--- config.mk ---
export PLATFORM = sky130hd
export DESIGN_NAME = pcrr_ptr_table
export DESIGN_NICKNAME = d
export VERILOG_FILES = /design/src/rtl/pcrr_pkg.sv /design/src/rtl/pcrr_ptr_table.sv
export SDC_FILE = /design/constraint.sdc
export NUM_CORES = 1
export LEC_CHECK = 0
export BUFFER_PORTS_ARGS = -buffer_cell sky130_fd_sc_hd__buf_2
export CORE_AREA = 2 2 150 152
export DETAILED_ROUTE_END_ITERATION = 10
export DIE_AREA = 0 0 152 154
export HOLD_SLACK_MARGIN = 0.03
export PLACE_DENSITY = 0.74
export SLEW_MARGIN = 20
export SYNTH_ARGS = -nofsm -noshare
export SYNTH_HDL_FRONTEND = slang
export SYNTH_SLANG_ARGS = --single-unit
export TNS_END_PERCENT = 5
--- constraint.sdc ---
create_clock -name i_clk -period 7 [get_ports i_clk]
set_input_delay 1.4 -clock i_clk [delete_from_list [all_inputs] [get_ports i_clk]]
set_output_delay 1.4 -clock i_clk [all_outputs]
set_load 0.02 [all_outputs]
--- src/rtl/pcrr_pkg.sv ---
// Package for the per-class round-robin dispatcher: field widths, codes,
// configuration defaults, state and pool types and the group index helper.
// No dependencies.
package pcrr_pkg;

    localparam int WORKER_W = 10;
    localparam int PEND_W   = 16;
    localparam int CNT_W    = 8;
    localparam int SCHED_W  = 3;
    localparam int OP_W     = 3;
    localparam int GRP_W    = 2;
    localparam int HINT_W   = 8;
    localparam int CFG_IDX_W  = 3;
    localparam int CFG_DATA_W = 8;
    // Internal index arithmetic; large enough for any legal group layout.
    localparam int TID_W    = 16;

    localparam int DEF_MAX_GROUPS  = 4;
    localparam int DEF_MAX_WORKERS = 1024;

    localparam logic [CNT_W-1:0]   RST_STAT  = 8'd32;
    localparam logic [CNT_W-1:0]   RST_GET   = 8'd80;
    localparam logic [CNT_W-1:0]   RST_PUT   = 8'd10;
    localparam logic [CNT_W-1:0]   RST_VAL   = 8'd8;
    localparam logic [CNT_W-1:0]   RST_UPD   = 8'd8;
    localparam logic [SCHED_W-1:0] RST_SCHED = 3'd2;

    typedef enum logic [CFG_IDX_W-1:0] {
        CFG_STAT  = 3'd0,
        CFG_GET   = 3'd1,
        CFG_PUT   = 3'd2,
        CFG_VAL   = 3'd3,
        CFG_UPD   = 3'd4,
        CFG_SCHED = 3'd5
    } t_cfg_reg;

    typedef enum logic [OP_W-1:0] {
        OP_READ     = 3'd0,
        OP_WRITE    = 3'd1,
        OP_STAT     = 3'd2,
        OP_DELETE   = 3'd3,
        OP_UPDATE   = 3'd4,
        OP_VALIDATE = 3'd5
    } t_op;

    typedef enum logic {
        CMD_DISPATCH = 1'b0,
        CMD_DONE     = 1'b1
    } t_cmd;

    localparam int NUM_POOLS = 5;

    typedef enum logic [2:0] {
        POOL_STAT = 3'd0,
        POOL_GET  = 3'd1,
        POOL_PUT  = 3'd2,
        POOL_VAL  = 3'd3,
        POOL_UPD  = 3'd4
    } t_pool;

    typedef enum logic [2:0] {
        ST_IDLE,
        ST_CALC,
        ST_ADDR,
        ST_READ,
        ST_WB
    } t_state;

    typedef struct packed {
        logic [CNT_W-1:0]   stat_workers;
        logic [CNT_W-1:0]   get_workers;
        logic [CNT_W-1:0]   put_workers;
        logic [CNT_W-1:0]   validate_workers;
        logic [CNT_W-1:0]   update_workers;
        logic [SCHED_W-1:0] scheduler_count;
    } t_cfg;

    typedef struct packed {
        logic  adv;
        t_pool pool;
    } t_ptr_ctl;

    // Group modulo the pointer table depth by repeated subtraction.
    function automatic logic [GRP_W-1:0] grp_index(input logic [GRP_W-1:0] grp,
                                                    input int depth);
        logic [GRP_W:0] g;
        g = {1'b0, grp};
        for (int i = 0; i < 3; i++) begin
            if (int'(g) >= depth) begin
                g = g - (GRP_W+1)'(depth);
            end
        end
        return g[GRP_W-1:0];
    endfunction

endpackage

--- src/rtl/pcrr_ptr_table.sv ---
// Round-robin pointers, one per pool and scheduler group, with wrap logic.
// Depends on pcrr_pkg.
module pcrr_ptr_table import pcrr_pkg::*; #(
    parameter int MAX_GROUPS = DEF_MAX_GROUPS,
    localparam int GW = (MAX_GROUPS > 1) ? $clog2(MAX_GROUPS) : 1
) (
    input  logic             i_clk,
    input  logic             i_rst_n,
    input  t_cfg             i_cfg,
    input  t_ptr_ctl         i_ctl,
    input  logic [GW-1:0]    i_gi,
    output logic [CNT_W-1:0] o_ptr
);

    logic [CNT_W-1:0] r_ptr [NUM_POOLS][MAX_GROUPS];
    logic [CNT_W-1:0] limit;
    logic [CNT_W-1:0] inc;
    logic [CNT_W-1:0] n_ptr;

    assign o_ptr = r_ptr[i_ctl.pool][i_gi];

    always_comb begin
        case (i_ctl.pool)
            POOL_STAT: limit = i_cfg.stat_workers;
            POOL_GET:  limit = i_cfg.get_workers;
            POOL_PUT:  limit = i_cfg.put_workers;
            POOL_VAL:  limit = i_cfg.validate_workers;
            // keep the last update worker for pinned requests
            POOL_UPD:  limit = (i_cfg.update_workers != '0) ?
                               i_cfg.update_workers - 1'b1 : '0;
            default:   limit = '0;
        endcase
        inc   = o_ptr + 1'b1;
        n_ptr = (inc >= limit) ? '0 : inc;
    end

    always_ff @(posedge i_clk) begin
        if (!i_rst_n) begin
            for (int p = 0; p < NUM_POOLS; p++) begin
                for (int g = 0; g < MAX_GROUPS; g++) begin
                    r_ptr[p][g] <= '0;
                end
            end
        end else if (i_ctl.adv) begin
            r_ptr[i_ctl.pool][i_gi] <= n_ptr;
        end
    end

endmodule

# Yosys cells after proc, flatten, opt, wreduce, memory -nomap -nowiden
# Memories as Yosys holds them, arrays and structs flattened.
# Index checks and enable logic that the tools add are counted.
# Widths: inputs -> output; s select.
[totals] mem_count=1 ram_bits=160 inputBits=51 regBits=0
[memory_table] name="r_ptr" words=5 word_bits=32 rd=1 rd_clocked_by_memory_dff=0 write_ports=5 line="pcrr_ptr_table.sv:15" rtl="logic [CNT_W-1:0] r_ptr [NUM_POOLS][MAX_GROUPS];"
[classes] bitwise_logic=1 n_reduce_logical=4 n_eq_ne=4 muxes=15 n_addsub=2 magnitude_cmp=3
[ops] operator="$mux 32" n=3
[ops] operator="$mux 8" n=5
[ops] operator="$pmux 8 s5" n=1
[ops] operator="$reduce_or 32->1" n=1
[ops] operator="$bmux 8 s2" n=1
[ops] operator="$demux 8 s2" n=1
[ops] operator="$add 8x1->8 const B" n=1
[ops] operator="$ge 8x8->1" n=1
[ops] operator="$reduce_bool 8->1" n=1
[ops] operator="$sub 8x1->8 const B" n=1
[ops] operator="$eq 3x2->1 const B" n=2
[ops] operator="$eq 3x1->1 const B" n=1
[ops] operator="$eq 3x3->1 const B" n=1
[ops] operator="$ge 3x3->1 const B" n=1
[ops] operator="$logic_not 3->1" n=1
[ops] operator="$lt 3x1->1 const B" n=1
[ops] operator="$mux 1" n=3
[ops] operator="$mux 3" n=1
[ops] operator="$not 2->3" n=1
[ops] operator="$logic_and 1x1->1" n=1

# Depth between registers and ports, before layout
[depth] word_depth=8 ltp_mapped=20 ltp_nobuf=16

# Worst setup path before layout
# No wires, ideal clock.
[synth_path] kind="input -> register" start="input port i_ctl[0] (netlist name)" end="memory r_ptr[4][0] (netlist name), data pin" arrival_ns=5.674 setup_ns=0.192 path_stages=20 path_slack_ns=1.134 n_path_buf=5 cell_sequence="buf_6 -> buf_12 -> buf_12 -> mux4_2 -> a22oi_1 -> nand2_1 -> ha_1 -> nand2_1 -> nor2_1 -> xnor2_2 -> buf_2 -> inv_1 -> ha_1 -> a21o_1 -> a211oi_1 -> o21ai_0 -> a21oi_1 -> nand3_1 -> clkbuf_1 -> inv_1"
[synth_rtl] element="start: declaration" line="pcrr_ptr_table.sv:10" rtl="input t_ptr_ctl i_ctl,"
[synth_rtl] element="end: declaration" line="pcrr_ptr_table.sv:15"

==> flow_summary.toml <==
[synth]
synth.net_count = 825
yosysWarnings = 0
synth_edf_count = 256
synthesis.area_sq_um = 11820
async_reset_ff_share_pct = 0
yosys-top-cells-area = "edfxtp_1 65%, mux4_2 7.8%, mux4_1 5.3%"
yosys-top-cells-count = "256 x edfxtp_1, 154 x nor2_1, 57 x nand2_1, 41 x mux4_2, 24 x mux4_1"
synth_most_common_cell = "edfxtp_1"
synth-xor-area-share_pct = 1.196
synth_cells = 763
synth_compound_area_share_pct = 3.481
ys.flop_type = "edfxtp_1"
postSynthAreaPerCell_sq_um = 15.50
ys_seq_elements = 256
yosysUniqueCellTypes = 59
ys_seq_area_share_pct = 65.02
netlist.top_cell.by_area = "edfxtp_1"
synth_top_family_by_area = "multiplexers"
yosysTopAreaCellShare_pct = 65.02
yosys.area_share.simple_pct = 11.45
synth_adder_area_share_pct = 1.164
synthMuxAreaShare_pct = 14.81

[floorplan]
core_sq_um = 21690
die_x_microns = 152
dieHeight_microns = 154
die_area_sq_um = 23410
io_pins = 59
initial_core_util_pct = 54.52
row_count = 54

[sta]
slew_violations = 0
finalSetupViolations = 0
fin_skew_ns = 0.01312
hold_viol = 0
tightest_slew_ns = 0.9205
fmax_ghz = 0.1706
min_period_ns = 5.862
grt_setup_unrepaired = "no"
fin_crit_sh_pct = 83.74
finalSetupTns_ns = 0
relSlewSlack_pct = 38.41

[clocking]
cts-resized-gates = 0
cts_buffers = 25
clkLatencyLatePin_ns = 0.52
cts_setup_buffers = 0
clk_pin_slew_worst_paths_ns = 0.07
cts_hold_buf = 0
clock-sinks = 256
root_buffer = "clkbuf_16"
cts_tree = "done"
clk_path_buf_depth = 3
cts-htree-levels = 1

[finish]
regArea_sq_um = 7687
n_fill_cell = 1550
reg_top3 = "r_ptr x256"
drive_gt1_share_pct = 23.17
finalNonFillerCells = 1126
regMostFlops = "r_ptr"
multi_input_area_sq_um = 3804
n_antenna_cell = 0
largest_register_ffs = 256
area_growth_pct = 11.57
fin_nets = 893

[worst_setup_path]
path_cells = "buf_4 > buf_4 > mux4_2 > a22oi_1 > nand2_1 > ha_1 > nand2_1 > nor2_1 > xnor2_2 > inv_1 > ha_1 > a21o_1 > a211oi_1 > o21ai_0 > a21oi_1 > buf_4 > nand3_1 > nor3_1"
start_kind = "primary input"
cp.arrival_ns = 6.19
cpPeakStageDelay_ns = 0.59
cp_max_fo = 44
crit_path_end_kind = "flip-flop"
crit_path_frequent_cell = "buf_4"
crit_slowest_cell = "buf_4"
crit_type = "primary input to flip-flop"
required_ns = 7.33

[global_routing]
overflow = 0
grt_pass1_vias = 7212
met3_usage_pct = 4.059
antenna_found_initial = 0
grt_max_degree = 45
top_usage_layer = "met2"
use_met2_pct = 41.81
grtUsageTotal_pct = 24.89
grt_pass1_wl_microns = 44060
use_met1_pct = 33.96

[drt]
dr.pass1.iters = 6
vias = 7295
viasPerCell = 6.479
drc_errors = 0
ant_nets = 0
drt_iter0_drc = 1084
wl_per_cell_microns = 25.70
wl_microns = 28940

[pwr]
max-vdd-ir-drop_uv = 147.0
power_density_nw_per_um2 = 261.9
p_leak_nw = 4.720

[placed_design]
globalplace.congestion = 0.9445
dpl.hpwl_microns = 19980
place_inst = 1084
io_buffers = 55

[worst_hold_path]
worstHoldPathType = "flip-flop to flip-flop"

[run_status]
outcome = "finished clean"

[job]
cap_violations = 0
## cells by family after synthesis
family,Yosys count
simple gates,292
flops,256
mux,84
compound gates,55
buf+inv,54
xor+xnor,11
fa+ha+maj,11
## through the flow
| step | utilization (%) | instance area, sq um | worst slack [ns] | power, mW | hold WS [ns] |
|---|---|---|---|---|---|
| finish | 60.82 | 13190 | 1.138 | 3.455 | 1.288 |
| global route | 60.82 | 13190 | 0.8216 | 3.543 | 1.326 |
| CTS | 60.82 | 13190 | 1.229 | 3.460 | 1.274 |
| detailed placement | 57.06 | 12370 | 0.7129 | 2.127 | 1.247 |
| global placement | 57.06 | 12370 | 0.8579 | 2.113 | 1.240 |
| floorplan | - | 11820 | 1.134 | 2.000 | 1.023 |
## per-layer routing
metal  part of all wire (%)  up-vias
met1                     37     3633
met3                     10       71
met5                      0        -
met4                    3.2        0
li1                       -     3104
met2                     49      487
## worst max-delay path: cells and delay by family
| kind | cells | cell delay (ns) |
|---|---|---|
| simple gates | 5 | 0.90 |
| mux | 1 | 0.53 |
| compound gates | 5 | 1.25 |
| buf+inv | 4 | 1.28 |
| xor+xnor | 1 | 0.17 |
| fa+ha+maj | 2 | 0.59 |
## placed cells by master (no fill, tap or decap), types with 6 or more instances in the layout
master / Yosys / routed
a21oi_1: 10 / 10
a22oi_1: 18 / 18
a32oi_1: 6 / 6
buf_2: 9 / 54
buf_4: 3 / 29
clkbuf_16: 0 / 25
edfxtp_1: 256 / 256
ha_1: 11 / 11
inv_1: 10 / 10
mux2_2: 6 / 6
mux2i_1: 13 / 13
mux4_1: 24 / 24
mux4_2: 41 / 41
nand2_1: 57 / 57
nand3_1: 21 / 21
nor2_1: 154 / 154
nor3_1: 13 / 13
nor3_2: 9 / 9
## worst paths after layout
kind                                   start      endpoint  slack (ns)  cells past startpoint
worst max-delay path                i_ctl[0]  r_ptr[0][31]        1.14                     18
worst min-delay path            r_ptr[6][14]  r_ptr[0][30]        1.29                      7
worst max register to register   r_ptr[5][8]  r_ptr[0][31]        2.45                     17
worst min register to register  r_ptr[6][14]  r_ptr[0][30]        1.29                      7
## final cells by class
type	count	share of cell area, %
sequential	256	58.28
clock inverter	15	1.394
inverter	12	0.3415
multi-input combinational	453	28.83
tap	280	2.656
clock buffer	27	4.799
timing repair buffer	83	3.699
## where the power goes
part | internal, mW | leakage, nW | total, mW | switching [mW]
Clock | 0.799 | 0.396 | 1.35 | 0.554
Combinational | 0.126 | 1.79 | 0.356 | 0.230
Sequential | 1.73 | 2.54 | 1.75 | 0.0126
Total | 2.66 | 4.72 | 3.46 | 0.797
Power figures use the tool's default switching activity.
